### config.mk
export PLATFORM = sky130hd
export DESIGN_NAME = bsig_front
export DESIGN_NICKNAME = d
export VERILOG_FILES = /design/src/rtl/core/bsig_pkg.sv /design/src/rtl/core/bsig_front.sv
export SDC_FILE = /design/constraint.sdc
export NUM_CORES = 1
export LEC_CHECK = 0
export ABC_AREA = 1
export BUFFER_PORTS_ARGS = -buffer_cell sky130_fd_sc_hd__buf_4
export CAP_MARGIN = 20
export CORE_MARGIN = 5
export CORE_UTILIZATION = 61
export DETAILED_ROUTE_END_ITERATION = 7
export PLACE_DENSITY = 0.93
export SETUP_SLACK_MARGIN = 0.3
export SLEW_MARGIN = 0
export SYNTH_ARGS = -nofsm -noshare
export SYNTH_HDL_FRONTEND = slang
export SYNTH_SLANG_ARGS = --single-unit
export TNS_END_PERCENT = 1
### constraint.sdc
create_clock -name i_clk -period 3.6 [get_ports i_clk]
set_input_delay 0.72 -clock i_clk [delete_from_list [all_inputs] [get_ports i_clk]]
set_output_delay 0.72 -clock i_clk [all_outputs]
set_load 0.02 [all_outputs]
### src/rtl/core/bsig_pkg.sv
// Shared constants and types for the best-split gain core.
package bsig_pkg;

    localparam int MaxItems   = 4096;
    localparam int SplitSteps = 10;
    localparam int ScoreBits  = 16;
    localparam int NumSplits  = SplitSteps + 1;
    localparam int AddrBits   = $clog2(MaxItems);
    localparam int CntBits    = $clog2(MaxItems + 1);
    localparam int SplitBits  = $clog2(NumSplits + 1);
    localparam int GainBits   = 17;
    localparam int GainMax    = 65536;
    localparam int LogBits    = CntBits + 16;
    localparam int FBits      = CntBits + LogBits;
    localparam int LogWBits   = $clog2(CntBits) + 16;
    localparam int MulBits    = CntBits + LogWBits;
    localparam int ProdBits   = ScoreBits + SplitBits;
    localparam int DivShift   = ProdBits + $clog2(SplitSteps);
    localparam int DivRecip   = ((1 << DivShift) + SplitSteps - 1) / SplitSteps;
    localparam int DivSteps   = GainBits + 1;
    localparam int DStepBits  = $clog2(DivSteps + 1);
    localparam int QDepth     = 4;
    localparam int QPtrBits   = $clog2(QDepth);

    typedef logic [ScoreBits-1:0] t_score;
    typedef logic [CntBits-1:0]   t_cnt;
    typedef logic [GainBits-1:0]  t_gain;

    typedef struct packed {
        t_score score;
        logic   pos;
        logic   last;
    } t_item;

endpackage

### src/rtl/core/bsig_front.sv
// Front end: takes items and queues them for the evaluation engine.
module bsig_front
    import bsig_pkg::*;
(
    input  logic  i_clk,
    input  logic  i_rst_n,
    input  logic  i_push,
    input  t_item i_item,
    output logic  o_full,
    output logic  o_valid,
    output t_item o_item,
    input  logic  i_take
);

    t_item             r_q [QDepth];
    logic [QPtrBits-1:0] r_wp;
    logic [QPtrBits-1:0] r_rp;
    logic [QPtrBits:0]   r_cnt;
    logic              w_push;
    logic              w_take;

    assign o_full  = (r_cnt == (QPtrBits+1)'(QDepth));
    assign o_valid = (r_cnt != '0);
    assign o_item  = r_q[r_rp];
    assign w_push  = i_push && !o_full;
    assign w_take  = i_take && o_valid;

    always_ff @(posedge i_clk) begin
        if (w_push) begin
            r_q[r_wp] <= i_item;
        end
        if (!i_rst_n) begin
            r_wp  <= '0;
            r_rp  <= '0;
            r_cnt <= '0;
        end else begin
            if (w_push) begin
                r_wp <= r_wp + 1'b1;
            end
            if (w_take) begin
                r_rp <= r_rp + 1'b1;
            end
            r_cnt <= r_cnt + (QPtrBits+1)'(w_push) - (QPtrBits+1)'(w_take);
        end
    end

endmodule

Word level (Yosys, flattened, before mapping) --
Memory sizes are Yosys's and may differ from the RTL's. A register that Yosys moved wholly into a read port is not among the register bits. Index checks and enable logic that the tools add are counted.
Storage, ports and cells: bits in registers 7, memory bits (writable) 72, input bits 22, output and inout port bits 20, memories kept 1
Memory list:
- r_q | depth 4, bits a word 18, rd ports 1, clocked after memory_dff 1, wr ports 1, RTL line bsig_front.sv:15 | t_item r_q [QDepth];
Cells by class: $add $sub $neg 4, equality and inequality tests 1, mux-type cells 4, reductions and logical operators 4
Operators with widths (count):
- $add 2x1->2 const B | 2
- $mux 2 | 2
- $add 3x1->3 | 1
- $eq 3x3->1 const B | 1
- $reduce_bool 3->1 | 1
- $sub 3x1->3 | 1
- $logic_and 1x1->1 | 2
- $mux 1 | 2
- $logic_not 1->1 | 1

Logic depth before layout (Yosys ltp) --
depth in word-level cells 5, gate-level depth with buffers 10, gate-level depth less buffers 10

Worst setup path before layout --
No wires, ideal clock.
kind input to register, start input i_push, end memory r_q[0][0] in the netlist's numbering, enable pin, library setup time 0.393 ns, arrival time 1.613 ns, required time 3.207 ns, setup slack 1.595 ns, stages on the path 2, cells stage by stage nand2_1 -> nor2_1
On the way: longest elaborated chain between the ends 3
RTL lines:
- from (decl) | RTL line bsig_front.sv:7 | input logic i_push,
- $logic_and 1x1->1 | RTL line bsig_front.sv:25 | assign w_push = i_push && !o_full;
- $mux 1 | RTL line bsig_front.sv:29 | if (w_push) begin
- $mux 1 (implied by the code) | RTL line bsig_front.sv:30 | r_q[r_wp] <= i_item;
- to (decl) | RTL line bsig_front.sv:15
Every way passes these cells.

==> metrics.txt <==
# TYPE chip_impl_metric gauge
chip_impl_info{name="outcome",value="complete, no violations"} 1
chip_impl_metric{name="final_cells",unit=""} 357
chip_impl_metric{name="wl_per_cell",unit="µm"} 16.9
chip_impl_info{name="worst_r2r_startpoint",value="r_cnt[1]"} 1
chip_impl_metric{name="groute.layer.met2.usage",unit="%"} 30.4
chip_impl_metric{name="hold_depth",unit=""} 2
chip_impl_info{name="worst_hold_path.endpoint",value="r_rp[0]"} 1
chip_impl_metric{name="dpl.cell_count",unit=""} 342
chip_impl_metric{name="grt_pass1_vias",unit=""} 2047
chip_impl_info{name="synthTopCellsByArea",value="sky130_fd_sc_hd__edfxtp_1 66%, sky130_fd_sc_hd__dfxtp_1 5.5%, sky130_fd_sc_hd__nor2_1 5.4%"} 1
chip_impl_metric{name="num-nets-final",unit=""} 312
chip_impl_metric{name="cp.required",unit="ns"} 2.88
chip_impl_info{name="clock_root_cell",value="sky130_fd_sc_hd__clkbuf_8"} 1
chip_impl_metric{name="numCtsBuffers",unit=""} 9
chip_impl_metric{name="avgViaCountPerCell",unit=""} 5.52
chip_impl_metric{name="synth-seq-cells",unit=""} 81
chip_impl_metric{name="flop_to_flop_setup_slack",unit="ns"} 1.49
chip_impl_metric{name="power.density",unit="mW/mm²"} 702
chip_impl_metric{name="globalRouteOverflowTotal",unit=""} 0
chip_impl_metric{name="antenna_found_initial",unit=""} 0
chip_impl_info{name="slowest_stage",value="sky130_fd_sc_hd__dfxtp_1"} 1
chip_impl_info{name="worstSetupStartpointType",value="flop"} 1
chip_impl_metric{name="clock_sinks",unit=""} 81
chip_impl_metric{name="timing_max_transition_violations_final",unit=""} 0
chip_impl_metric{name="synthToLayoutAreaGrowth",unit="%"} 14.2
chip_impl_metric{name="drt-total-wl",unit="µm"} 6040
chip_impl_metric{name="drt-pass1-iter-count",unit=""} 4
chip_impl_info{name="hold_path.startpoint",value="r_rp[0]"} 1
chip_impl_metric{name="vias",unit=""} 1970
chip_impl_metric{name="grt_usage",unit="%"} 18.2
chip_impl_metric{name="critical_path_buf_inv_count",unit=""} 3
chip_impl_metric{name="die-width",unit="µm"} 83.1
chip_impl_metric{name="die_height",unit="µm"} 83.1
chip_impl_info{name="critPathMostFrequentCell",value="sky130_fd_sc_hd__buf_4"} 1
chip_impl_info{name="cpLargestDelayFamily",value="flip-flops"} 1
chip_impl_metric{name="cts_max_path_buffers",unit=""} 2
chip_impl_metric{name="synth_area_per_cell",unit="µm²"} 13.6
chip_impl_metric{name="max_slew_margin",unit="%"} 29.8
chip_impl_metric{name="grt_pass1_wl",unit="µm"} 9690
chip_impl_metric{name="post_cts_hold_buffer_count",unit=""} 0
chip_impl_metric{name="drive_above_1_share",unit="%"} 24.7
chip_impl_metric{name="design.die.area",unit="mm²"} 0.00690
chip_impl_metric{name="antenna-diode-count",unit=""} 0
chip_impl_info{name="grt.busiest_layer",value="met2"} 1
chip_impl_info{name="min-delay-path-class",value="flop to flop"} 1
chip_impl_metric{name="netlist-cell-type-count",unit=""} 22
chip_impl_metric{name="fmaxAchievable",unit="MHz"} 370
chip_impl_metric{name="coreArea",unit="mm²"} 0.00514
chip_impl_metric{name="cts.reportedPaths.clkPinSlew",unit="ns"} 0.07
chip_impl_metric{name="synth_nets",unit=""} 269
chip_impl_metric{name="crit_path_max_fanout",unit=""} 36
chip_impl_metric{name="grtUsageMet1",unit="%"} 21.5
chip_impl_metric{name="finalSetupViolCount",unit=""} 0
chip_impl_metric{name="final_period_minus_worst_setup_slack",unit="ns"} 2.70
chip_impl_metric{name="postSynthCellCount",unit=""} 240
chip_impl_info{name="tritoncts",value="done"} 1
chip_impl_metric{name="vdd.ir_drop.worst",unit="µV"} 535
chip_impl_metric{name="initial_core_util",unit="%"} 63.4
chip_impl_metric{name="drc",unit=""} 0
chip_impl_metric{name="std_cell_rows",unit=""} 26
chip_impl_info{name="rsz0062_at_grt",value="false"} 1
chip_impl_info{name="yosysTopAreaCell",value="sky130_fd_sc_hd__edfxtp_1"} 1
chip_impl_metric{name="tns",unit="ns"} 0
chip_impl_metric{name="finalHoldViolCount",unit=""} 0
chip_impl_metric{name="ys.warnings.count",unit=""} 0
chip_impl_metric{name="finalCritPeriodShare",unit="%"} 75.1
chip_impl_metric{name="count_of_input_and_output_buffers",unit=""} 41
chip_impl_metric{name="reg2reg_depth",unit=""} 10
chip_impl_metric{name="hpwlAfterDp",unit="µm"} 3910
chip_impl_metric{name="crit_path_max_incr_delay",unit="ns"} 0.68
chip_impl_metric{name="number_of_fill_cells_in_the_layout",unit=""} 356
chip_impl_info{name="critPathKind",value="flop to output port"} 1
chip_impl_metric{name="syn_area",unit="mm²"} 0.00326
chip_impl_info{name="timing.rr.end",value="r_cnt[2]"} 1
chip_impl_metric{name="detailedRoute.firstIterationViolations",unit=""} 149
chip_impl_metric{name="finClkSkew",unit="ns"} 0.00462
chip_impl_metric{name="holdWs",unit="ns"} 0.496
chip_impl_info{name="timing.critical_path.to_type",value="output port"} 1
chip_impl_metric{name="leakagePower",unit="nW"} 1.38
chip_impl_metric{name="synth_top_cell_area_share",unit="%"} 66.4
chip_impl_metric{name="routability_congestion_estimate",unit=""} 0.810
chip_impl_metric{name="use_met3",unit="%"} 5.74
chip_impl_metric{name="crit_arrival",unit="ns"} 1.98
chip_impl_metric{name="design.portCount",unit=""} 42
chip_impl_metric{name="worst_slew_pin_slew",unit="ns"} 1.05
chip_impl_metric{name="clock_tree.htree_level_count",unit=""} 3
chip_impl_metric{name="cts.repair.resized",unit=""} 0
chip_impl_metric{name="cap_viol_max_count",unit=""} 0
chip_impl_metric{name="cts_setup_buffers",unit=""} 0
chip_impl_metric{name="detail-route-antenna-nets",unit=""} 0
chip_impl_metric{name="clk-insertion-delay-late",unit="ns"} 0.33
chip_impl_info{name="crit_path_cell_trace",value="buf_4 -> inv_8 -> o21ai_0 -> o22ai_1 -> buf_4"} 1
chip_impl_metric{name="seq_area_frac_synth",unit="%"} 71.9
chip_impl_metric{name="pin_count_of_the_biggest_net_entering_global_routing",unit=""} 37
==> registers in the layout (all words and copies together), names as in the netlist, named ones only <==
| signal | cells |
|---|---|
| r_q | 72 |
| r_cnt | 3 |
| r_rp | 2 |
| r_wp | 2 |
==> worst min-delay path, stage by stage (launching register included) <==
cell                      delay (ns)
sky130_fd_sc_hd__dfxtp_1        0.33
sky130_fd_sc_hd__a21oi_1        0.06
sky130_fd_sc_hd__nor2_1         0.07
==> power by group <==
part           switching, mW  leakage (nW)  internal, mW
Sequential            0.0747         0.734          1.15
Combinational          0.497         0.560         0.288
Clock                  0.291        0.0910         0.310
==> kinds of logic after synthesis <==
family | count (synthesis) | synth area share, %
AOI/OAI and AO/OA | 61 | 11.1
adders and majority gates | 7 | 2.92
buffers and inverters | 27 | 6.18
DFF | 81 | 71.9
and+or+nand+nor | 64 | 7.87
==> synthesized netlist by cell type <==
cell type                  instances
sky130_fd_sc_hd__clkinv_4          1
sky130_fd_sc_hd__buf_4             2
sky130_fd_sc_hd__o21ai_1           5
sky130_fd_sc_hd__dfxtp_1           9
sky130_fd_sc_hd__a21boi_0          2
sky130_fd_sc_hd__nand2_1          11
sky130_fd_sc_hd__o21ai_0          24
sky130_fd_sc_hd__ha_1              6
sky130_fd_sc_hd__buf_6             4
sky130_fd_sc_hd__nand3_1           3
sky130_fd_sc_hd__fa_1              1
sky130_fd_sc_hd__nand2_2           2
sky130_fd_sc_hd__inv_8             1
sky130_fd_sc_hd__nor2_4            1
sky130_fd_sc_hd__nor2_1           47
sky130_fd_sc_hd__buf_8             3
sky130_fd_sc_hd__o21ai_2           8
sky130_fd_sc_hd__edfxtp_1         72
sky130_fd_sc_hd__o22ai_1          18
sky130_fd_sc_hd__buf_12            1
sky130_fd_sc_hd__a21oi_1           4
sky130_fd_sc_hd__inv_1            15
==> worst max path at each step <==
stage          cells after the start          to   start  slack, ns
3_5_place_dp                       5  o_item[13]    flop       1.26
6_report                           5  o_item[13]    flop       0.90
3_3_place_gp                       4   o_item[2]    flop       1.36
5_1_grt                            5  o_item[16]    flop       0.69
2_1_floorplan                      2   r_q[0][0]  i_push       1.59
4_1_cts                            5   o_item[0]    flop       0.90
==> cell type report <==
cell class | count | area, µm² | share of cell area (%)
clock buffers | 10 | 128 | 3.43
clock inverters | 5 | 47.5 | 1.28
inverters | 17 | 76.3 | 2.05
multi-input cells | 132 | 724 | 19.5
flip-flops and latches | 81 | 2340 | 62.9
well taps | 70 | 87.6 | 2.35
repair buffers | 42 | 315 | 8.47
==> layout by cell type, fill, tap and decap left out, drive strengths merged, types with 4 or more instances in the layout <==
cell type  Yosys  final
nand2         13     13
inv           16     16
ha             6      6
clkinv         1      5
edfxtp        72     72
clkbuf         0     10
buf           10     42
a21oi          4      4
o21ai         37     37
dfxtp          9      9
o22ai         18     18
nor2          48     48
==> layer usage <==
| layer | part of all wire (%) | up-vias |
|---|---|---|
| li1 | - | 944 |
| met1 | 39 | 952 |
| met2 | 53 | 60 |
| met3 | 5.8 | 14 |
| met4 | 2.0 | 0 |
| met5 | 0 | - |
==> metrics by stage <==
step	util (%)	area (µm²)	power [mW]	worst slack [ns]
2_1_floorplan	-	3260	1.79	1.59
3_3_place_gp	69.0	3550	1.99	1.36
3_5_place_dp	69.0	3550	2.03	1.26
4_1_cts	72.4	3720	2.63	0.903
5_1_grt	72.4	3720	2.75	0.688
6_report	72.4	3720	2.61	0.897
No activity file was read; power rests on OpenSTA's default activity.
